`src/design/pcc_pkg.sv`:
```
package pcc_pkg;

  // datapath widths
  localparam int DATA_W = 35;
  localparam int Z_W    = 32;
  localparam int GAIN_W = 30;
  localparam int ATAN_W = 29;
  localparam int GUARD  = 16;

  // angle limits in 1/128 degree
  localparam int HALF_TURN    = 23040;
  localparam int FULL_TURN    = 46080;
  localparam int QUARTER_TURN = 11520;

  // gain compensation constant pieces, Q30
  localparam longint K_BASE = 64'd652032874;
  localparam longint K_TAIL = 64'd434688583;

  // atan(2^-i) in units of 2^-23 degree
  localparam logic [ATAN_W-1:0] ATAN_TAB [24] = '{
    29'd377487360, 29'd222843801, 29'd117744544, 29'd59768969,
    29'd30000467,  29'd15014858,  29'd7509261,   29'd3754860,
    29'd1877459,   29'd938733,    29'd469367,    29'd234683,
    29'd117342,    29'd58671,     29'd29335,     29'd14668,
    29'd7334,      29'd3667,      29'd1833,      29'd917,
    29'd458,       29'd229,       29'd115,       29'd57
  };

  typedef enum logic {
    OP_TO_CART  = 1'b0,
    OP_TO_POLAR = 1'b1
  } op_t;

  // vector handed from cell to cell
  typedef struct packed {
    op_t               op;
    logic              origin;
    logic              base_on;
    logic              base_neg;
    logic [DATA_W-1:0] x;
    logic [DATA_W-1:0] y;
    logic [Z_W-1:0]    z;
  } vec_t;

  // gain compensation for n micro-rotations, Q30
  function automatic logic [GAIN_W-1:0] gain_q30(input int n);
    longint sh;
    longint tail;
    sh   = longint'(2 * n);
    tail = (K_TAIL + (longint'(1) << (sh - 1))) >> sh;
    return GAIN_W'(K_BASE + tail);
  endfunction

endpackage

```
`src/design/pcc_back.sv`:
```
module pcc_back #(
  parameter logic [pcc_pkg::GAIN_W-1:0] GAIN = 30'd652039507
) (
  input  logic          clk,
  input  logic          rst,
  input  logic          in_valid,
  output logic          in_ready,
  input  pcc_pkg::vec_t in_data,
  output logic          out_valid,
  input  logic          out_ready,
  output logic [16:0]   x_out,
  output logic [16:0]   y_out,
  output logic [15:0]   radius_out,
  output logic [15:0]   angle_out
);

  localparam int PROD_W = 63;

  // round from guard bits and limit to +-65535
  function automatic logic [16:0] round_clamp(input logic [pcc_pkg::DATA_W-1:0] v);
    logic [pcc_pkg::DATA_W-1:0] s;
    logic signed [18:0]         r;
    logic [16:0]                res;
    s = v + pcc_pkg::DATA_W'(32768);
    r = $signed(s[pcc_pkg::DATA_W-1:pcc_pkg::GUARD]);
    if (r > 19'sd65535) begin
      res = 17'sd65535;
    end else if (r < -19'sd65535) begin
      res = -17'sd65535;
    end else begin
      res = r[16:0];
    end
    return res;
  endfunction

  logic                           valid_a;
  logic                           ready_a;
  pcc_pkg::op_t                   op_a;
  logic                           origin_a;
  logic [16:0]                    x_a;
  logic [16:0]                    y_a;
  logic [PROD_W-1:0]              prod_a;
  logic [15:0]                    ang_a;

  logic [32:0]                    xpos;
  logic [PROD_W-1:0]              prod_next;
  logic signed [32:0]             base;
  logic signed [32:0]             asum;
  logic signed [16:0]             ang_raw;
  logic signed [16:0]             ang_next;
  logic [PROD_W-1:0]              rsum;
  logic [16:0]                    rad_raw;
  logic [15:0]                    rad;

  // vector length times gain
  assign xpos      = in_data.x[pcc_pkg::DATA_W-1] ? 33'd0 : in_data.x[32:0];
  assign prod_next = PROD_W'(xpos) * PROD_W'(GAIN);

  // angle with half-turn offset, rounded and wrapped into (-180,180]
  always_comb begin
    base = 33'sd0;
    if (in_data.base_on) begin
      base = in_data.base_neg ? -33'(longint'(pcc_pkg::HALF_TURN) <<< pcc_pkg::GUARD)
                              :  33'(longint'(pcc_pkg::HALF_TURN) <<< pcc_pkg::GUARD);
    end
    asum = base + $signed({in_data.z[pcc_pkg::Z_W-1], in_data.z}) + 33'sd32768;
    ang_raw = asum[32:16];
    ang_next = ang_raw;
    if (ang_raw > pcc_pkg::HALF_TURN) begin
      ang_next = ang_raw - 17'(pcc_pkg::FULL_TURN);
    end else if (ang_raw <= -pcc_pkg::HALF_TURN) begin
      ang_next = ang_raw + 17'(pcc_pkg::FULL_TURN);
    end
  end

  assign in_ready = !valid_a || ready_a;

  // first stage: rounding and radius product
  always_ff @(posedge clk) begin
    if (rst) begin
      valid_a <= 1'b0;
    end else if (in_ready) begin
      valid_a <= in_valid;
    end
  end

  always_ff @(posedge clk) begin
    if (in_ready && in_valid) begin
      op_a     <= in_data.op;
      origin_a <= in_data.origin;
      x_a      <= round_clamp(in_data.x);
      y_a      <= round_clamp(in_data.y);
      prod_a   <= prod_next;
      ang_a    <= ang_next[15:0];
    end
  end

  // radius rounding from Q46
  assign rsum    = prod_a + (PROD_W'(1) << 45);
  assign rad_raw = rsum[PROD_W-1:46];
  assign rad     = (rad_raw > 17'd65535) ? 16'hFFFF : rad_raw[15:0];

  assign ready_a = !out_valid || out_ready;

  // output register, unused fields cleared
  always_ff @(posedge clk) begin
    if (rst) begin
      out_valid <= 1'b0;
    end else if (ready_a) begin
      out_valid <= valid_a;
    end
  end

  always_ff @(posedge clk) begin
    if (ready_a && valid_a) begin
      if (op_a == pcc_pkg::OP_TO_CART) begin
        x_out      <= x_a;
        y_out      <= y_a;
        radius_out <= '0;
        angle_out  <= '0;
      end else begin
        x_out      <= '0;
        y_out      <= '0;
        radius_out <= origin_a ? 16'h0000 : rad;
        angle_out  <= origin_a ? 16'h0000 : ang_a;
      end
    end
  end

endmodule
```
`config.mk`:
```
export PLATFORM = sky130hd
export DESIGN_NAME = pcc_back
export DESIGN_NICKNAME = d
export VERILOG_FILES = /design/src/design/pcc_pkg.sv /design/src/design/pcc_back.sv
export SDC_FILE = /design/constraint.sdc
export NUM_CORES = 1
export LEC_CHECK = 0
export BUFFER_PORTS_ARGS = -buffer_cell sky130_fd_sc_hd__buf_2
export CAP_MARGIN = 20
export CELL_PAD_IN_SITES_DETAIL_PLACEMENT = 1
export CELL_PAD_IN_SITES_GLOBAL_PLACEMENT = 1
export CORE_ASPECT_RATIO = 0.9
export CORE_MARGIN = 10
export CORE_UTILIZATION = 30
export CTS_BUF_LIST = sky130_fd_sc_hd__clkbuf_4 sky130_fd_sc_hd__clkbuf_8 sky130_fd_sc_hd__clkbuf_16
export DETAILED_ROUTE_END_ITERATION = 12
export GPL_TIMING_DRIVEN = 0
export PLACE_DENSITY_LB_ADDON = 0.25
export SLEW_MARGIN = 20
export SYNTH_ARGS = -nofsm -noshare
export SYNTH_HDL_FRONTEND = slang
export SYNTH_SLANG_ARGS = --single-unit
```
`constraint.sdc`:
```
create_clock -name clk -period 9.02 [get_ports clk]
set_clock_uncertainty 0.2 [all_clocks]
set_input_delay 1.804 -clock clk [delete_from_list [all_inputs] [get_ports clk]]
set_output_delay 1.804 -clock clk [all_outputs]
set_load 0.01 [all_outputs]
```
Word level (Yosys, flattened, before mapping)
Cells that the tools add are included.

Flip-flop bits (word level): 183. Bits of input ports: 110. Output and inout bits: 68. Word-level logic and storage cells: 47.

Add/subtract/negate cells: 7. Multipliers: 1. Magnitude comparators: 7. Mux-type cells: 8. Bitwise logic cells: 1. Reductions and logical operators: 9.

Operators by type and width (number): 33-bit 2-to-1 mux (3); 35-bit by 16-bit adder with 35-bit output (second input constant) (2); 63-bit by 46-bit adder with 63-bit output (second input constant) (1); 33-bit by 30-bit multiplier with 63-bit output (second input constant) (1); 16-bit 2-to-1 mux (3); 19-bit by 17-bit greater-than comparator with 1-bit output (second input constant) (2); 19-bit by 17-bit < comparator with 1-bit output (second input constant) (2); 17-bit by 16-bit greater-than comparator with 1-bit output (second input constant) (2); 17-bit 2-to-1 mux (2); 33-bit by 17-bit adder with 33-bit output (second input constant) (1); 33-bit by 32-bit adder with 33-bit output (1); 17-bit by 16-bit less-or-equal comparator with 1-bit output (second input constant) (1); 16-bit adder (second input constant) (1); 16-bit subtractor (second input constant) (1); 2-bit OR reduction (3); 1-bit logical AND (2); 1-bit logical NOT (2); 1-bit logical OR (2); 1-bit NOT (1).

Longest topological paths before layout
Gate-level depths: netlist of the first run.

Depth after elaboration: 7. Mapped depth: 28. Gate-level depth less buffers: 26.

Worst setup path before layout of the first run
Ideal clock, no wire load.

Kind: in2reg. From: input port in_data[101] (netlist bit). To: register prod_a[58] (data pin). Library setup time: 0.265 ns. Data arrival time: 8.854 ns. Data required time: 8.555 ns. Slack: -0.299 ns. Stages on the path: 26. Path buffers: 3. Cells stage by stage: clkbuf_1 > clkbuf_1 > clkbuf_1 > nor2b_1 > ha_1 > ha_1 > inv_1 > fa_1 > fa_1 > inv_1 > fa_1 > fa_1 > fa_1 > inv_1 > fa_1 > inv_1 > ha_1 > nand4_1 > nor4_1 > nand2_1 > nor4_1 > a221oi_1 > a31oi_2 > a31oi_1 > o21ai_0 > xor2_1.

Cells in the longest elaborated chain, start to end: 2.

Ends and longest elaborated chain: start: declaration (RTL line pcc_back.sv:8) `input pcc_pkg::vec_t in_data,`; 33-bit 2-to-1 mux (RTL line pcc_back.sv:56) `assign xpos = in_data.x[pcc_pkg::DATA_W-1] ? 33'd0 : in_data.x[32:0];`; 33-bit by 30-bit multiplier with 63-bit output (RTL line pcc_back.sv:57) `assign prod_next = PROD_W'(xpos) * PROD_W'(GAIN);`; named net prod_next[58] (RTL line pcc_back.sv:46) `logic [PROD_W-1:0] prod_next;`; end signal: assignment (RTL line pcc_back.sv:93) `prod_a <= prod_next;`; end: declaration (RTL line pcc_back.sv:42) `logic [PROD_W-1:0] prod_a;`.

The timed path passes the listed nets, and every way through them passes these cells. A chain may end at the register's enable or synchronous reset.

Worst setup path after layout of the first run
From: input port in_data[101] (netlist bit). To: register prod_a[52] (data pin).

Same word-level chain as after synthesis.

==> key figures, run 1 <==
Status
  – Status: finished with violations
  – Failing checks: setup timing

Synth
  – Yosys reg bits: between 100 and 150
  – Count of flip-flops with a built-in enable after synthesis: 136
  – Largest area contributor in the netlist: fa_1
  – Yosys warns: 0
  – Largest family of logic cells by synthesized area: adder cells
  – Synthesized Nets: 3482
  – Compound-gate portion of the synthesized area: under 10%
  – Synth Area in Simple Gates: roughly 8.3%
  – Mapped Area: roughly 26000 µm²
  – Syn Area/Cell: approximately 10 µm²
  – Netlist cell types: 80
  – Top FF cell, synth: edfxtp_1
  – Async SR Flop Fraction: 0%
  – Xor and xnor area share after synthesis: under 10%
  – Main area contributors after synthesis: fa_1, ha_1, edfxtp_1
  – Sequential share of the synthesized area: between 10% and 20%
  – Mux contribution to synthesized area: 0.0782%
  – Post-Synthesis Cells: 2542
  – Synth top area share: roughly a third
  – Adder-Cell Fraction of Synth Area: between 50 and 60%

STA
  – Pins Over Slew Limit: 0
  – Fmax: roughly 0.11 GHz
  – Final Setup Violations: 2
  – Minimum clock period: roughly 9 ns
  – Worst rel slew slack: between 20% and 30%
  – Final WS setup: -0.0273 ns
  – Final Cycle Share: 100%
  – Worst Tran Pin Value: 1.09 ns
  – Hold Violations, Final: 0
  – RSZ-0062 raised after global routing: yes

Clock tree
  – CTS tree: yes
  – Number of buffers created by CTS: 17
  – CTS clk-pin slew, worst paths: 0.06 ns
  – Clk sink count: between 100 and 150
  – Clk Latency, worst-skew pair: roughly 0.43 ns
  – H-tree lvl count: 4
  – Bufs on Longest Clock Path: 2
  – Post-cts hold buffer count: 0
  – Clock root cell: clkbuf_16

Hold path
  – Worst Min Path Start: ang_a[6]
  – Min-Delay Path Class: flop to flop

Setup path
  – Crit path launch: in_data[101]
  – CP dominant cell by count: fa_1
  – CP max FO: 6
  – Startpoint class of the critical path: primary input
  – CP max-delay cell: fa_2
  – Crit end category: flop
  – CP peak stage delay: roughly 0.59 ns
  – CP required: 8.99 ns
  – Crit path arrival time: roughly 9.0 ns
  – WS Path Type: primary input to flop
  – Reg2reg start: prod_a[47]

Detailed routing
  – Iteration-0 DRC Markers: slightly above 800
  – Drc violations: 0
  – ANT nets after route: 0
  – Router iterations before antenna repair: 7
  – Vias/cell: roughly 4.6
  – Via count: between 15000 and 20000
  – Final WL: between 80000 and 90000 µm
  – Per-cell routed wire length: a little over 20 µm

Layout
  – Post-route non-filler standard cell count: ~4000
  – Nets: between 3000 and 4000
  – Core Util, Final: between 30% and 40%
  – Layout cell share with drive strength beyond 1: 16.6%
  – Area growth syn-to-layout: 18.2%

Place
  – Placed cell count: around 3800
  – Gp weighted congestion: about 0.89
  – Hpwl dp: 68800 µm
  – Port Buf Inserts: 132
  – Pre-CTS WS: -2.91 ns

Floorplanning
  – Total die area: just under 100000 µm²
  – Initial core utilization: about 30%
  – Site row count: approximately 100
  – Die W: around 330 µm
  – Die Y: 297 µm
  – I/O pin cnt: 178
  – Core ar.: approximately 85000 µm²

Global routing
  – Gr usage total: approximately 17%
  – First-pass GRT wire length: around 120000 µm
  – Initial antenna violation count: 2
  – Number of global-route vias before repair: around 21000
  – Total grt overflow: 0
  – Largest net degree at the start of global routing: 38

Run
  – Max-cap viol count: 0
-- what timing repair did --
| action | in CTS | in global routing |
|---|---|---|
| gates cloned | 1 | 0 |
| hold endpoints to repair | 0 | 0 |
| endpoints found under the setup margin | 18 | 17 |
| gates resized for setup | 168 | 47 |
| buffers inserted | 90 | 31 |
| pin swaps | 59 | 29 |
-- final timing paths --
path / endpoint / cells past startpoint / slack [ns]
max: prod_a[52] / 31 / -0.03
max reg2reg: radius_out[7] / 7 / 6.26
min: angle_out[6] / 1 / 0.32
min reg2reg: angle_out[6] / 1 / 0.32
-- kinds of logic (layout without fill, tap and decap cells) --
logic type / after synthesis / after routing
adder cells (fa/ha/maj): 830 / 830
multiplexers: 2 / 2
AO/OA/AOI/OAI: 257 / 257
other: 0 / 1
flip-flops: 138 / 138
buffers and inverters: 810 / 1097
XOR/XNOR: 109 / 109
AND/OR/NAND/NOR: 396 / 396
-- critical path, delay by kind of cell --
| family | cells | cell delay, ns |
|---|---|---|
| buffers and inverters | 12 | 1.24 |
| AO/OA/AOI/OAI | 5 | 0.94 |
| XOR/XNOR | 1 | 0.13 |
| AND/OR/NAND/NOR | 4 | 0.53 |
| adder cells (fa/ha/maj) | 9 | 4.37 |
-- stage by stage --
step                      hold slack, ns  setup TNS [ns]  instance area, µm²
after floorplan                    0.278               0               25600
after global placement             0.291          -43.86               27700
after detailed placement           0.306          -44.13               27800
after CTS                          0.320               0               29800
after global routing               0.333           -1.79               30200
final                              0.317         -0.0540               30300
-- metal layers --
metal | vias to the layer above | global-route usage (%) | share of wire (%) | wire length, µm
met4 | 0 | 4.51 | 2.8 | 2250
li1 | 8481 | - | - | -
met5 | - | 0 | 0 | 0
met2 | 322 | 27.5 | 48 | 38900
met1 | 9420 | 21.6 | 44 | 35100
met3 | 100 | 3.49 | 5.1 | 4100
-- cells in the final DEF (no fill, tap or decap), drive strengths merged, types with 29 or more instances in the layout --
master and n:
a21oi 77, and2 31, buf 268, clkbuf 46, edfxtp 136, fa 432, ha 398, inv 757
nand2 64, nand2b 29, nand3 41, nor2 70, nor2b 62, o21ai 65, xnor2 55, xor2 54
-- Yosys cell counts, drive strengths merged, types with 20 or more instances --
master	instances
xnor2	55
o21ai	65
and3	21
xor2	54
a21o	26
nor2b	62
nor2	70
inv	769
nor3	28
nand2	64
a21oi	77
nand2b	29
and2	31
nand4	20
ha	398
fa	432
nand3	41
clkbuf	28
edfxtp	136
-- area by class of cell --
class	instances	area, µm²
diodes	1	2.50
plain buffers	40	260
clock buffers	18	433
clock inverters	14	111
fillers	9575	54300
inverters	769	2970
multi-input cells	1594	19200
flip-flops and latches	138	4120
well taps	1133	1420
repair buffers	256	1730
-- flip-flops by register name, indices dropped and copies added (netlist names) --
| name | cells |
|---|---|
| radius_out | 16 |
| x_out | 17 |
| op_a | 1 |
| origin_a | 1 |
| prod_a | 18 |
| x_a | 17 |
| ang_a | 16 |
| valid_a | 1 |
| out_valid | 1 |
| angle_out | 16 |
| y_a | 17 |
| y_out | 17 |
Power of run 1 is not shown: default switching activity piles up to over one toggle a cycle in this logic, so the estimate is an artifact.
==> run 2, diff against run 1 <==
CORE_ASPECT_RATIO = 1.1   (was 0.9)
==> run 2 against run 1 <==
- the run still ends with setup timing left
- wire length fell by 0.48%
- hold slack improved by 0.0051 ns
- final cell count is 0.15% higher
- critical path type unchanged
- highest routed layer unchanged
==> key figures, run 2 (synthesis gave the netlist of run 1 again) <==
Status
  – Status: finished with violations
  – Failing checks: setup timing

STA
  – Hold Violations, Final: 0
  – Worst Tran Pin Value: roughly 0.7 ns
  – Final Cycle Share: 101%
  – Final WS setup: -0.0836 ns
  – Minimum clock period: 9.10 ns
  – Fmax: around 0.11 GHz
  – Pins Over Slew Limit: 0
  – Worst rel slew slack: a little over half
  – RSZ-0062 raised after global routing: yes
  – Final Setup Violations: 8
  – WHS: ~0.32 ns

Setup path
  – Crit path arrival time: about 9.1 ns
  – Crit path buf inv count: 10
  – CP max-delay cell: fa_1
  – CP required: about 9 ns
  – Crit end category: flop
  – Delay-heaviest family, CP: adder cells
  – CP peak stage delay: between 0.5 and 0.6 ns
  – Startpoint class of the critical path: primary input
  – CP max FO: 8
  – WS Path Type: primary input to flop
  – CP dominant cell by count: fa_1

Place
  – Gp weighted congestion: ~0.90
  – Placed cell count: 3817
  – Port Buf Inserts: between 100 and 150
  – Hpwl dp: between 60000 and 70000 µm

Clock tree
  – Clock root cell: clkbuf_16
  – CTS tree: yes
  – H-tree lvl count: 4
  – Post-cts hold buffer count: 0
  – CTS clk-pin slew, worst paths: about 0.070 ns
  – Clk sink count: between 100 and 150
  – Bufs on Longest Clock Path: 2
  – Number of buffers created by CTS: 17
  – Clk Latency, worst-skew pair: 0.47 ns

Floorplanning
  – I/O pin cnt: 178
  – Total die area: around 100000 µm²
  – Core ar.: 84800 µm²
  – Site row count: 112
  – Die Y: 326 µm
  – Initial core utilization: 30.2%
  – Die W: ~300 µm

Global routing
  – Largest net degree at the start of global routing: 52
  – Total grt overflow: 0
  – Gr usage total: around 17%
  – First-pass GRT wire length: ~120000 µm
  – Number of global-route vias before repair: about 21000
  – Initial antenna violation count: 0

Detailed routing
  – Vias/cell: around 4.6
  – Iteration-0 DRC Markers: between 600 and 700
  – Router iterations before antenna repair: 5
  – Drc violations: 0
  – Via count: 18278
  – Final WL: roughly 80000 µm
  – Per-cell routed wire length: 20.1 µm
  – ANT nets after route: 0

Layout
  – Area growth syn-to-layout: 18.0%
  – Register name with the most flops: prod_a
  – Commonest non-fill, non-tap cells in the layout: inv_1, fa_1, ha_1
  – Layout cell share with drive strength beyond 1: between 10% and 20%
  – Nets: 3754
  – Max reg flops: 18
  – Post-route non-filler standard cell count: 3969
  – Commonest non-fill, non-tap cell in the layout: inv_1

Hold path
  – Min-Delay Path Class: flop to flop

Run
  – Max-cap viol count: 0
==> run 2: path summary, 6_finish.rpt <==
path,start,to,slack (ns),depth (start not counted)
worst max-delay path,in_data[101],prod_a[52],-0.08,29
worst min-delay path,ang_a[2],angle_out[2],0.32,1
worst max register to register,prod_a[47],radius_out[5],6.25,7
worst min register to register,ang_a[2],angle_out[2],0.32,1
==> run 2: repair_timing <==
action	CTS	global route
pin swaps	51	30
setup buffers	84	35
resized for setup	162	47
endpoints found under the setup margin	18	17
==> run 2: cell type report <==
cell class / instances / area [µm²]
antenna: 2 / 5.00
buffer: 40 / 255
clock buffer: 18 / 433
clock inverter: 14 / 136
fill: 9685 / 54600
inverter: 769 / 2970
multi-input combinational: 1594 / 19200
sequential: 138 / 4120
tap: 1140 / 1430
timing repair buffer: 254 / 1690
==> run 2: worst register-to-register path, delay by kind of cell (launching register included) <==
| family | cells | cell delay [ns] |
|---|---|---|
| and+or+nand+nor | 4 | 0.85 |
| DFF | 1 | 0.42 |
| AOI/OAI and AO/OA | 1 | 0.12 |
| buffers and inverters | 1 | 0.40 |
| xor gates and xnor gates | 1 | 0.50 |
==> run 2: routing by layer <==
metal	up-vias	track usage [%]	part of all wire, %
li1	8480	-	-
met1	9463	19.6	41
met2	254	31.0	54
met3	81	2.14	2.7
met4	0	4.56	2.6
met5	-	0	0
==> run 2: per-stage QoR <==
step	setup slack [ns]	setup TNS (ns)	utilization, %	area, µm²
finish	-0.0836	-0.283	35.6	30200
global route	-0.263	-2.14	35.6	30200
CTS	-0.0534	-0.234	35.1	29700
detailed placement	-3.10	-46.82	32.8	27800
global placement	-3.02	-45.56	32.7	27700
floorplan	0.0202	0	-	25600
Power of run 2 is left out for the same reason.
