`config.mk`:
```
export PLATFORM = sky130hd
export DESIGN_NAME = pcc_cell
export DESIGN_NICKNAME = d
export VERILOG_FILES = /design/src/design/pcc_pkg.sv /design/src/design/pcc_cell.sv
export SDC_FILE = /design/constraint.sdc
export NUM_CORES = 1
export LEC_CHECK = 0
export BUFFER_PORTS_ARGS = -buffer_cell sky130_fd_sc_hd__buf_2
export CAP_MARGIN = 20
export CORE_MARGIN = 2
export CORE_UTILIZATION = 40
export CTS_BUF_LIST = sky130_fd_sc_hd__clkbuf_4 sky130_fd_sc_hd__clkbuf_8 sky130_fd_sc_hd__clkbuf_16
export CTS_CLUSTER_DIAMETER = 60
export DETAILED_ROUTE_END_ITERATION = 8
export PLACE_DENSITY = 0.65
export SYNTH_ARGS = -nofsm -noshare
export SYNTH_HDL_FRONTEND = slang
export SYNTH_SLANG_ARGS = --single-unit
```
`constraint.sdc`:
```
create_clock -name clk -period 10.57 [get_ports clk]
set_clock_uncertainty 0.15 [all_clocks]
set_input_delay 1.057 -clock clk [delete_from_list [all_inputs] [get_ports clk]]
set_output_delay 1.057 -clock clk [all_outputs]
set_load 0.01 [all_outputs]
```
`src/design/pcc_pkg.sv`:
```
package pcc_pkg;

  // datapath widths
  localparam int DATA_W = 35;
  localparam int Z_W    = 32;
  localparam int GAIN_W = 30;
  localparam int ATAN_W = 29;
  localparam int GUARD  = 16;

  // angle limits in 1/128 degree
  localparam int HALF_TURN    = 23040;
  localparam int FULL_TURN    = 46080;
  localparam int QUARTER_TURN = 11520;

  // gain compensation constant pieces, Q30
  localparam longint K_BASE = 64'd652032874;
  localparam longint K_TAIL = 64'd434688583;

  // atan(2^-i) in units of 2^-23 degree
  localparam logic [ATAN_W-1:0] ATAN_TAB [24] = '{
    29'd377487360, 29'd222843801, 29'd117744544, 29'd59768969,
    29'd30000467,  29'd15014858,  29'd7509261,   29'd3754860,
    29'd1877459,   29'd938733,    29'd469367,    29'd234683,
    29'd117342,    29'd58671,     29'd29335,     29'd14668,
    29'd7334,      29'd3667,      29'd1833,      29'd917,
    29'd458,       29'd229,       29'd115,       29'd57
  };

  typedef enum logic {
    OP_TO_CART  = 1'b0,
    OP_TO_POLAR = 1'b1
  } op_t;

  // vector handed from cell to cell
  typedef struct packed {
    op_t               op;
    logic              origin;
    logic              base_on;
    logic              base_neg;
    logic [DATA_W-1:0] x;
    logic [DATA_W-1:0] y;
    logic [Z_W-1:0]    z;
  } vec_t;

  // gain compensation for n micro-rotations, Q30
  function automatic logic [GAIN_W-1:0] gain_q30(input int n);
    longint sh;
    longint tail;
    sh   = longint'(2 * n);
    tail = (K_TAIL + (longint'(1) << (sh - 1))) >> sh;
    return GAIN_W'(K_BASE + tail);
  endfunction

endpackage

```
`src/design/pcc_cell.sv`:
```
module pcc_cell #(
  parameter int STAGE = 0
) (
  input  logic          clk,
  input  logic          rst,
  input  logic          in_valid,
  output logic          in_ready,
  input  pcc_pkg::vec_t in_data,
  output logic          out_valid,
  input  logic          out_ready,
  output pcc_pkg::vec_t out_data
);

  logic signed [pcc_pkg::DATA_W-1:0] xs;
  logic signed [pcc_pkg::DATA_W-1:0] ys;
  logic signed [pcc_pkg::DATA_W-1:0] dx;
  logic signed [pcc_pkg::DATA_W-1:0] dy;
  logic [pcc_pkg::Z_W-1:0]           step;
  logic                              rot_pos;
  pcc_pkg::vec_t                     vec_next;

  assign xs   = $signed(in_data.x);
  assign ys   = $signed(in_data.y);
  assign dx   = ys >>> STAGE;
  assign dy   = xs >>> STAGE;
  assign step = pcc_pkg::Z_W'(pcc_pkg::ATAN_TAB[STAGE]);

  // rotation toward zero angle or toward the x axis
  assign rot_pos = (in_data.op == pcc_pkg::OP_TO_POLAR) ? in_data.y[pcc_pkg::DATA_W-1]
                                                        : !in_data.z[pcc_pkg::Z_W-1];

  // one micro-rotation
  always_comb begin
    vec_next = in_data;
    if (rot_pos) begin
      vec_next.x = pcc_pkg::DATA_W'(xs - dx);
      vec_next.y = pcc_pkg::DATA_W'(ys + dy);
      vec_next.z = in_data.z - step;
    end else begin
      vec_next.x = pcc_pkg::DATA_W'(xs + dx);
      vec_next.y = pcc_pkg::DATA_W'(ys - dy);
      vec_next.z = in_data.z + step;
    end
  end

  assign in_ready = !out_valid || out_ready;

  // cell register
  always_ff @(posedge clk) begin
    if (rst) begin
      out_valid <= 1'b0;
    end else if (in_ready) begin
      out_valid <= in_valid;
    end
  end

  always_ff @(posedge clk) begin
    if (in_ready && in_valid) begin
      out_data <= vec_next;
    end
  end

endmodule

```
# Yosys cells after proc, flatten, opt, wreduce, memory -nomap -nowiden
# Index checks and enable logic that the tools add are counted.
dict set report word_totals {
  input_bits 110
  regBits 107
  elab_cells 19
}
dict set report op_classes {
  reduce_logical 4
  addsub 5
  mux 2
}
# operator n
set ops {}
lappend ops {{$mux W102} 1}
lappend ops {{$sub A35 B35 Y35} 2}
lappend ops {{$add A35 B35 Y35} 1}
lappend ops {{$add A32 B29 Y32 const B} 1}
lappend ops {{$sub A32 B29 Y32 const B} 1}
lappend ops {{$logic_not A1 Y1} 2}
lappend ops {{$logic_and A1 B1 Y1} 1}
lappend ops {{$logic_or A1 B1 Y1} 1}
lappend ops {{$mux W1} 1}

# Longest topological paths before layout
# Gate-level depths: netlist of run 1.
dict set report logic_depth {
  ltp_word 3
  depth_mapped 14
}

# Worst setup path after synthesis of run 1
# Ideal clock, no wire load.
dict set report synth_path {
  path_kind {in2reg}
  start {in out_ready}
  end {reg out_data[0] (netlist bit), enable pin}
  required_time_ps 9944
  stages 2
  slack_ps 6245
  arrival_time_ps 3699
  n_path_buf 0
  path_cell_list {nand2b_1 and2_1}
}
dict set report synth_via {
  elab_chain_len 2
}
# item line_no
set synth_lines {}
lappend synth_lines {{start: declaration} pcc_cell.sv:10} ;# input logic out_ready,
lappend synth_lines {{$logic_or A1 B1 Y1} pcc_cell.sv:46} ;# assign in_ready = !out_valid || out_ready;
lappend synth_lines {{$logic_and A1 B1 Y1} pcc_cell.sv:58} ;# if (in_ready && in_valid) begin
lappend synth_lines {{end signal: assignment} pcc_cell.sv:59} ;# out_data <= vec_next;
lappend synth_lines {{end: declaration} pcc_cell.sv:11} ;# output pcc_pkg::vec_t out_data
# No other way between the ends.
# A chain may end at the register's enable or synchronous reset.

==> reports/results.tsv, run 1 <==
stage	metric	value	unit
timing	fin_ws	6.24	ns
die	io_pins	218	
grt	track_usage	0.217	
finish	diodes	0	
finish	utilization	0.475	
grt	grt_antenna_before_repair	0	
die	start_util	0.407	
critical_path	start_kind	input port	
routing	drtAntennaViolNets	0	
clock_network	cts_tree	built	
clock_network	cts_inserted_buffers	9	
die	die_w	158	um
yosys	seq_area_frac_synth	0.334	
routing	vias_per_cell	5.49	
clock_network	worstSkewPairLatency	0.36	ns
min_path	hold_depth	2	
routing	routed_wl	27900	um
timing	rsz0062_at_grt	false	
yosys	synth_cell_types	82	
clock_network	post_cts_buffers	0	
finish	areaGrowthSynthToFinish	16.9	%
yosys	async_reset_ff_frac	0	
finish	multi_input_area	5740	sq um
critical_path	critPathMaxStageDelay	0.67	ns
yosys	synthTopCellsByCount	a21oi_1 (139), ha_1 (111), edfxtp_1 (105)	
finish	nFillCells	2308	
critical_path	worstRegToRegCells	3	
critical_path	crit_cells	14	
die	rows	56	
yosys	ys_seq_elements	106	
finish	regArea	3170	sq um
yosys	synthMostInstantiatedCell	a21oi_1	
placement	place_ws	5.86	ns
yosys	yosys_warnings	0	
critical_path	worstSetupPathType	input port to flip-flop	
clock_network	hold_buffers	0	
yosys	synth.largest_area_cell	edfxtp_1	
timing	period_share	0.409	
grt	grt_pass1_wl	42600	um
die	die_y	158	um
timing	setup_violations	0	
critical_path	worst_path_max_delay_cell	inv_2	
yosys	synthTopCellsByArea	edfxtp_1 (33%), ha_1 (15%), a21oi_1 (7.3%), xnor2_1 (6.0%), inv_1 (3.9%)	
clock_network	clk_pin_slew	0.08	ns
critical_path	end_kind	flip-flop	
yosys	synthCells	1051	
yosys	synth_area	9510	sq um
grt	grt_max_degree	67	
placement	hpwl	21700	um
yosys	synth_top_cell_area_share	0.331	
grt	grt_overflow	0	
clock_network	numClockSinks	106	
timing	tns	0	ns
die	core	23400	sq um
clock_network	cts_resized	0	
yosys	synth-edff-count	105	
critical_path	crit_required	10.54	ns
routing	drc	0	
routing	first_iter_violations	899	
min_path	hold_path.class	flip-flop to flip-flop	
timing	fmax	231	MHz
yosys	syn-num-nets	1276	
critical_path	cpLargestDelayFamily	buffers and inverters	
critical_path	crit_buf_inv	4	
routing	via_count	8577	
timing	final-hold-violation-count	0	
placement	io_buffers	217	
critical_path	path_cells	buf_2, mux2_2, buf_4, inv_2, buf_4, ha_1, a21oi_1, nor2_1, nor2_1, o21bai_1, a21oi_1, o21bai_1, a21oi_1, xnor2_1	
timing	worstMarginPinSlew	0.755	ns
timing	slew_headroom	0.496	
clock_network	cts_buffer_depth	2	
finish	drive_gt1_frac	0.215	
die	die_area	25000	sq um
status	status	completed	
clock_network	cts_max_level	3	
critical_path	crit_arrival	4.29	ns
yosys	avgSynthCellArea	9.05	sq um
routing	drtPass1Iterations	5	
clock_network	root_buffer	clkbuf_16	
timing	slew_violations	0	
power	ir_drop	0.0000681	V
placement	globalplace.congestion	0.920	
run	maxCapViolCount	0	
yosys	synth_flop_cell	edfxtp_1	
critical_path	cp_max_fo	66	
grt	grt_pass1_vias	8120	
power	power_density	129	nW/um^2
critical_path	cpMostUsedCell	a21oi_1	
power	p_leak	4.89	nW
timing	post-route-min-period	4.33	ns
routing	wire_per_inst	17.9	um
finish	fin_nets	1462	
per-stage QoR:
stage | std cells | instance area (sq um) | total power [W] | hold WS (ns)
2_1_floorplan | 1051 | 9510 | 0.000912 | 0.443
3_3_place_gp | 1545 | 10800 | 0.00108 | 0.344
3_5_place_dp | 1545 | 10800 | 0.00108 | 0.367
4_1_cts | 1561 | 11100 | 0.00144 | 0.378
5_1_grt | 1561 | 11100 | 0.00151 | 0.404
6_report | 1561 | 11100 | 0.00143 | 0.382
path summary, 6_finish.rpt:
path,endpoint,from,slack [ns]
worst max-delay path,out_data[31],in_data[105],6.24
worst min-delay path,out_valid,out_valid,0.38
worst max register to register,out_data[70],out_valid,8.27
worst min register to register,out_valid,out_valid,0.38
placed cells by master, fill, tap and decap left out, drive strengths merged, types with 10 or more instances in the layout:
| cell type | instances |
|---|---|
| a21o | 13 |
| a21oi | 141 |
| buf | 220 |
| edfxtp | 105 |
| ha | 111 |
| inv | 109 |
| mux2i | 19 |
| nand2 | 51 |
| nand4 | 12 |
| nor2 | 89 |
| nor2b | 13 |
| nor3 | 22 |
| o21a | 11 |
| o21ai | 71 |
| o21bai | 27 |
| o31ai | 13 |
| xnor2 | 65 |
| xor2 | 10 |
layer usage:
| layer | vias to the layer above | GRT usage | share of wire | wire length [um] |
|---|---|---|---|---|
| li1 | 4134 | - | - | - |
| met1 | 4026 | 0.298 | 0.45 | 12600 |
| met2 | 380 | 0.347 | 0.45 | 12700 |
| met3 | 37 | 0.0391 | 0.074 | 2070 |
| met4 | 0 | 0.0648 | 0.020 | 563 |
| met5 | - | 0 | 0 | 0 |
cells by family (layout without fill, tap and decap cells):
kind of cell             count (synthesis)  in the layout  share of synthesized area
XOR/XNOR                                75             75                     0.0690
adder cells (fa/ha/maj)                115            115                      0.154
buffers and inverters                  153            344                     0.0636
AO/OA/AOI/OAI                          352            352                      0.243
multiplexers                            20             20                     0.0212
flip-flops                             106            106                      0.334
AND/OR/NAND/NOR                        230            230                      0.115
worst reg2reg max path: stages, from the launching register on:
cell,delay [ns]
dfxtp_1,0.31
nand2b_1,0.11
and2_4,0.61
buf_4,0.72
layout make-up:
type	count	area share
multi-input combinational	792	0.516
sequential	106	0.285
timing repair buffer	220	0.0997
inverter	108	0.0365
tap	319	0.0359
clock buffer	9	0.0203
clock inverter	7	0.00630
report_power, final:
part / leakage, nW / internal, W / switching, W / total (W)
sequential: 1.02 / 0.000537 / 0.0000131 / 0.000550
clock: 0.142 / 0.000167 / 0.000180 / 0.000347
combinational: 3.72 / 0.000204 / 0.000330 / 0.000534
total: 4.89 / 0.000908 / 0.000523 / 0.00143
flip-flops by register name, summed over array words and instances, names as in the netlist:
signal and flops:
out_valid 1, out_data 105
Note: power is estimated with default switching activity, not from simulation.
==> inputs of run 2 (changes only) <==
PLACE_DENSITY = 0.68   (was 0.65)
clock period = 3.8 ns   (was 10.57 ns; I/O delays follow)
==> run 2 against run 1 <==
  * Via count is 1.4% higher
  * Cell area is 1.7% higher
  * Combinational power increased to 2.9 times the previous value
==> reports/results.tsv, run 2 (same netlist as run 1, synthesis figures left out) <==
stage	metric	value	unit
power	power_density	358	nW/um^2
routing	drtPass1Iterations	5	
critical_path	cp_max_fo	11	
die	die_w	158	um
die	io_pins	218	
power	power.switching	0.00150	W
power	combPwrFrac	0.380	
clock_network	clk_pin_slew	0.08	ns
die	die_area	25000	sq um
timing	final-hold-violation-count	0	
timing	post-route-min-period	3.34	ns
clock_network	worstSkewPairLatency	0.36	ns
finish	multi_input_area	5740	sq um
critical_path	crit_required	3.76	ns
placement	hpwl	23300	um
finish	final_cell_mix	buf_2 (217), a21oi_1 (139), ha_1 (111), edfxtp_1 (105), inv_1 (100)	
timing	fmax	300	MHz
clock_network	numClockSinks	106	
timing	setup_violations	0	
clock_network	cts_tree	built	
placement	dp.cells	1569	
clock_network	cts_buffer_depth	2	
timing	slew_headroom	0.538	
finish	diodes	0	
critical_path	reg2reg_setup_slack	2.01	ns
grt	track_usage	0.227	
clock_network	root_buffer	clkbuf_16	
finish	fin_cells	1585	
clock_network	cts_max_level	3	
timing	period_share	0.879	
grt	grt_overflow	0	
power	clkPwrFrac	0.242	
power	seqPwrFrac	0.378	
timing	slew_violations	0	
run	maxCapViolCount	0	
clock_network	cts_inserted_buffers	9	
timing	tns	0	ns
die	die_y	158	um
timing	worstMarginPinSlew	0.687	ns
routing	vias_per_cell	5.49	
critical_path	start_kind	input port	
finish	nFillCells	2297	
placement	io_buffers	217	
grt	grt_antenna_before_repair	0	
placement	globalplace.congestion	0.933	
finish	largestRegisters	out_data x105, out_valid x1	
clock_network	hold_buffers	0	
critical_path	worstSetupPathType	input port to flip-flop	
power	p_leak	5.01	nW
power	ir_drop	0.000186	V
finish	final_common_cell	buf_2	
clock_network	cts_resized	0	
status	status	completed	
routing	drtAntennaViolNets	0	
finish	largest_register	out_data	
finish	drive_gt1_frac	0.230	
grt	grt_pass1_vias	8226	
finish	final_area	11300	sq um
finish	regArea	3170	sq um
power	switching_share	0.370	
clock_network	post_cts_buffers	0	
min_path	hold_path.class	input port to flip-flop	
finish	fin_nets	1486	
grt	grt_pass1_wl	44200	um
routing	wire_per_inst	18.5	um
die	rows	56	
die	start_util	0.407	
critical_path	crit_arrival	3.29	ns
routing	via_count	8700	
power	p_int	0.00255	W
finish	areaGrowthSynthToFinish	18.9	%
routing	first_iter_violations	857	
die	core	23400	sq um
finish	largest_reg_flops	105	
critical_path	end_kind	flip-flop	
routing	drc	0	
timing	rsz0062_at_grt	false	
placement	place_area	11000	sq um
routing	routed_wl	29400	um
grt	grt_max_degree	81	
-- run 2: final timing paths --
check               from      endpoint  cells past startpoint
max          in_data[40]  out_data[65]                     12
min                  rst     out_valid                      2
max reg2reg    out_valid  out_data[39]                      3
min reg2reg    out_valid     out_valid                      2
-- run 2: per-layer routing --
layer / routed length (um) / GRT usage / vias up
li1: - / - / 4183
met3: 2050 / 0.0271 / 39
met1: 13400 / 0.320 / 4107
met2: 13300 / 0.364 / 371
met5: 0 / 0 / -
met4: 653 / 0.0725 / 0
-- run 2: area by class of cell --
type / count / share of cell area
sequential: 106 / 0.280
clock inverter: 7 / 0.00619
multi-input combinational: 792 / 0.507
timing repair buffer: 244 / 0.115
tap: 319 / 0.0353
clock buffer: 9 / 0.0199
inverter: 108 / 0.0358
-- run 2: stage by stage --
step | setup slack [ns] | hold WS (ns) | total power, W | utilization
floorplan | 0.152 | 0.299 | 0.00254 | -
global placement | 0.0983 | 0.347 | 0.00307 | 0.471
CTS | 0.487 | 0.00510 | 0.00405 | 0.483
global route | 0.269 | 0.0142 | 0.00425 | 0.483
finish | 0.461 | 0.00862 | 0.00405 | 0.483
detailed placement | 0.0942 | 0.361 | 0.00307 | 0.471
-- run 2: worst max-delay path, stage by stage --
cell	delay, ns
buf_2	0.11
inv_1	0.04
ha_1	0.44
nor3_2	0.31
o211ai_1	0.15
a21oi_2	0.22
o41ai_4	0.16
o311ai_4	0.47
a21boi_2	0.17
o311ai_1	0.48
a21oi_1	0.18
xor2_1	0.18
-- run 2: power groups by stage --
stage                     clock network, W  logic, W  registers (W)
after floorplan                          0  0.000898        0.00164
after global placement                   0   0.00151        0.00156
after detailed placement                 0   0.00151        0.00156
after CTS                         0.000994   0.00153        0.00153
after global routing               0.00103   0.00167        0.00155
final                             0.000981   0.00154        0.00153
==> inputs of run 3 (changes only) <==
RECOVER_POWER = 25   (was not set)
==> run 3 against run 2 <==
  * The run now ends with max-capacitance violations, max-slew violations left
  * Cell count unchanged
  * Total power down 0.23%
  * Register-to-register slack worse by 1.1 ns
  * Largest cell class unchanged
  * Highest routed layer unchanged
==> reports/results.tsv, run 3 (same netlist as run 1, synthesis figures left out) <==
stage	metric	value	unit
finish	fin_nets	1486	
critical_path	crit_required	3.77	ns
die	die_w	158	um
finish	areaGrowthSynthToFinish	18.5	%
routing	drc	0	
clock_network	cts_max_level	3	
status	violations	max-capacitance violations, max-slew violations	
timing	tns	0	ns
routing	wire_per_inst	18.5	um
timing	worstMarginPinSlew	1.98	ns
routing	vias_per_cell	5.48	
critical_path	start_kind	input port	
routing	highest_layer	met4	
die	die_area	25000	sq um
clock_network	cts_resized	0	
timing	slew_violations	26	
clock_network	post_cts_buffers	0	
power	power_density	358	nW/um^2
routing	via_count	8686	
finish	largest_reg_flops	105	
finish	largest_register	out_data	
finish	diodes	0	
clock_network	clk_pin_slew	0.08	ns
die	core	23400	sq um
timing	slew_headroom	-0.320	
grt	grt_pass1_wl	44200	um
status	status	finished with violations	
grt	grt_antenna_before_repair	0	
grt	grt_overflow	0	
power	p_leak	4.93	nW
routing	routed_wl	29400	um
timing	final-hold-violation-count	0	
min_path	hp-start	rst	
clock_network	cts_inserted_buffers	9	
timing	rsz0062_at_grt	false	
critical_path	crit_arrival	3.34	ns
clock_network	cts_tree	built	
critical_path	critPathLaunch	in_data[32]	
critical_path	cp_max_fo	6	
routing	wl_met1	13500	um
finish	drive_gt1_frac	0.208	
routing	drtAntennaViolNets	0	
timing	setup_violations	0	
critical_path	timing.rr.end	out_data[39]	
grt	track_usage	0.227	
die	die_y	158	um
finish	final_cell_mix	buf_2 (191), a21oi_1 (139), ha_1 (111), edfxtp_1 (105), inv_1 (100)	
die	rows	56	
clock_network	hold_buffers	0	
min_path	hold_path.class	input port to flip-flop	
placement	globalplace.congestion	0.933	
finish	nFillCells	2304	
critical_path	reg2reg_setup_slack	0.91	ns
timing	period_share	0.886	
grt	grt_pass1_vias	8226	
routing	wl_met3	1980	um
clock_network	root_buffer	clkbuf_16	
placement	dp.cells	1569	
die	io_pins	218	
routing	wl_met2	13400	um
critical_path	reg2reg_from	out_valid	
run	maxCapViolCount	1	
finish	largestRegisters	out_data x105, out_valid x1	
clock_network	numClockSinks	106	
timing	whs	0.00621	ns
critical_path	end_kind	flip-flop	
die	start_util	0.407	
clock_network	worstSkewPairLatency	0.37	ns
clock_network	cts_buffer_depth	2	
finish	final_common_cell	buf_2	
timing	fmax	297	MHz
placement	io_buffers	217	
timing	post-route-min-period	3.37	ns
grt	grt_max_degree	81	
routing	drtPass1Iterations	5	
placement	hpwl	23300	um
critical_path	worstRegToRegCells	3	
finish	fin_cells	1585	
min_path	hold_path_end	out_valid	
routing	first_iter_violations	871	
min_path	hold_depth	2	
power	ir_drop	0.000186	V
critical_path	worstSetupPathType	input port to flip-flop	
run 3: area by class of cell:
type                            instances  area (sq um)  area share
Clock buffer                            9           225      0.0200
Inverter                              108           405      0.0359
Sequential cell                       106          3170       0.281
Multi-Input combinational cell        792          5740       0.509
Tap cell                              319           399      0.0354
Clock inverter                          7          70.1     0.00621
Timing Repair Buffer                  244          1270       0.113
run 3: metal layers:
layer | global-route usage | vias up
met5 | 0 | -
met4 | 0.0725 | 0
met3 | 0.0271 | 35
met2 | 0.364 | 365
met1 | 0.320 | 4100
li1 | - | 4186
run 3: worst max-delay path: stages:
cell and delay (ns):
clkbuf_1 0.18, ha_1 0.22, inv_1 0.06, fa_1 0.40, o21bai_1 0.21, a221oi_1 0.13, and3b_1 0.31, o21ai_2 0.14
o211ai_1 0.62, a21boi_1 0.25, a32oi_1 0.23, nand2_1 0.09, xnor2_1 0.13
run 3: report_power, final:
group	switching (W)	total, W	internal (W)
combinational	0.000943	0.00153	0.000586
sequential	0.0000410	0.00153	0.00149
clock	0.000514	0.000978	0.000464
total	0.00150	0.00404	0.00254
run 3: worst max path at each step:
stage	slack, ns	to	cells past startpoint
3_3_place_gp	0.1	out_data[100]	12
3_5_place_dp	0.09	out_data[65]	12
4_1_cts	0.49	out_data[65]	12
2_1_floorplan	0.15	out_data[0]	2
5_1_grt	0.24	out_data[54]	13
6_report	0.43	out_data[99]	13
run 3: metrics by stage:
step                      worst slack (ns)  instance area, sq um  power (W)  utilization
after floorplan                      0.152                  9510    0.00254            -
after global placement              0.0983                 11000    0.00307        0.471
after detailed placement            0.0942                 11000    0.00307        0.471
after CTS                            0.487                 11300    0.00405        0.483
after global routing                 0.242                 11300    0.00424        0.482
final                                0.434                 11300    0.00404        0.482
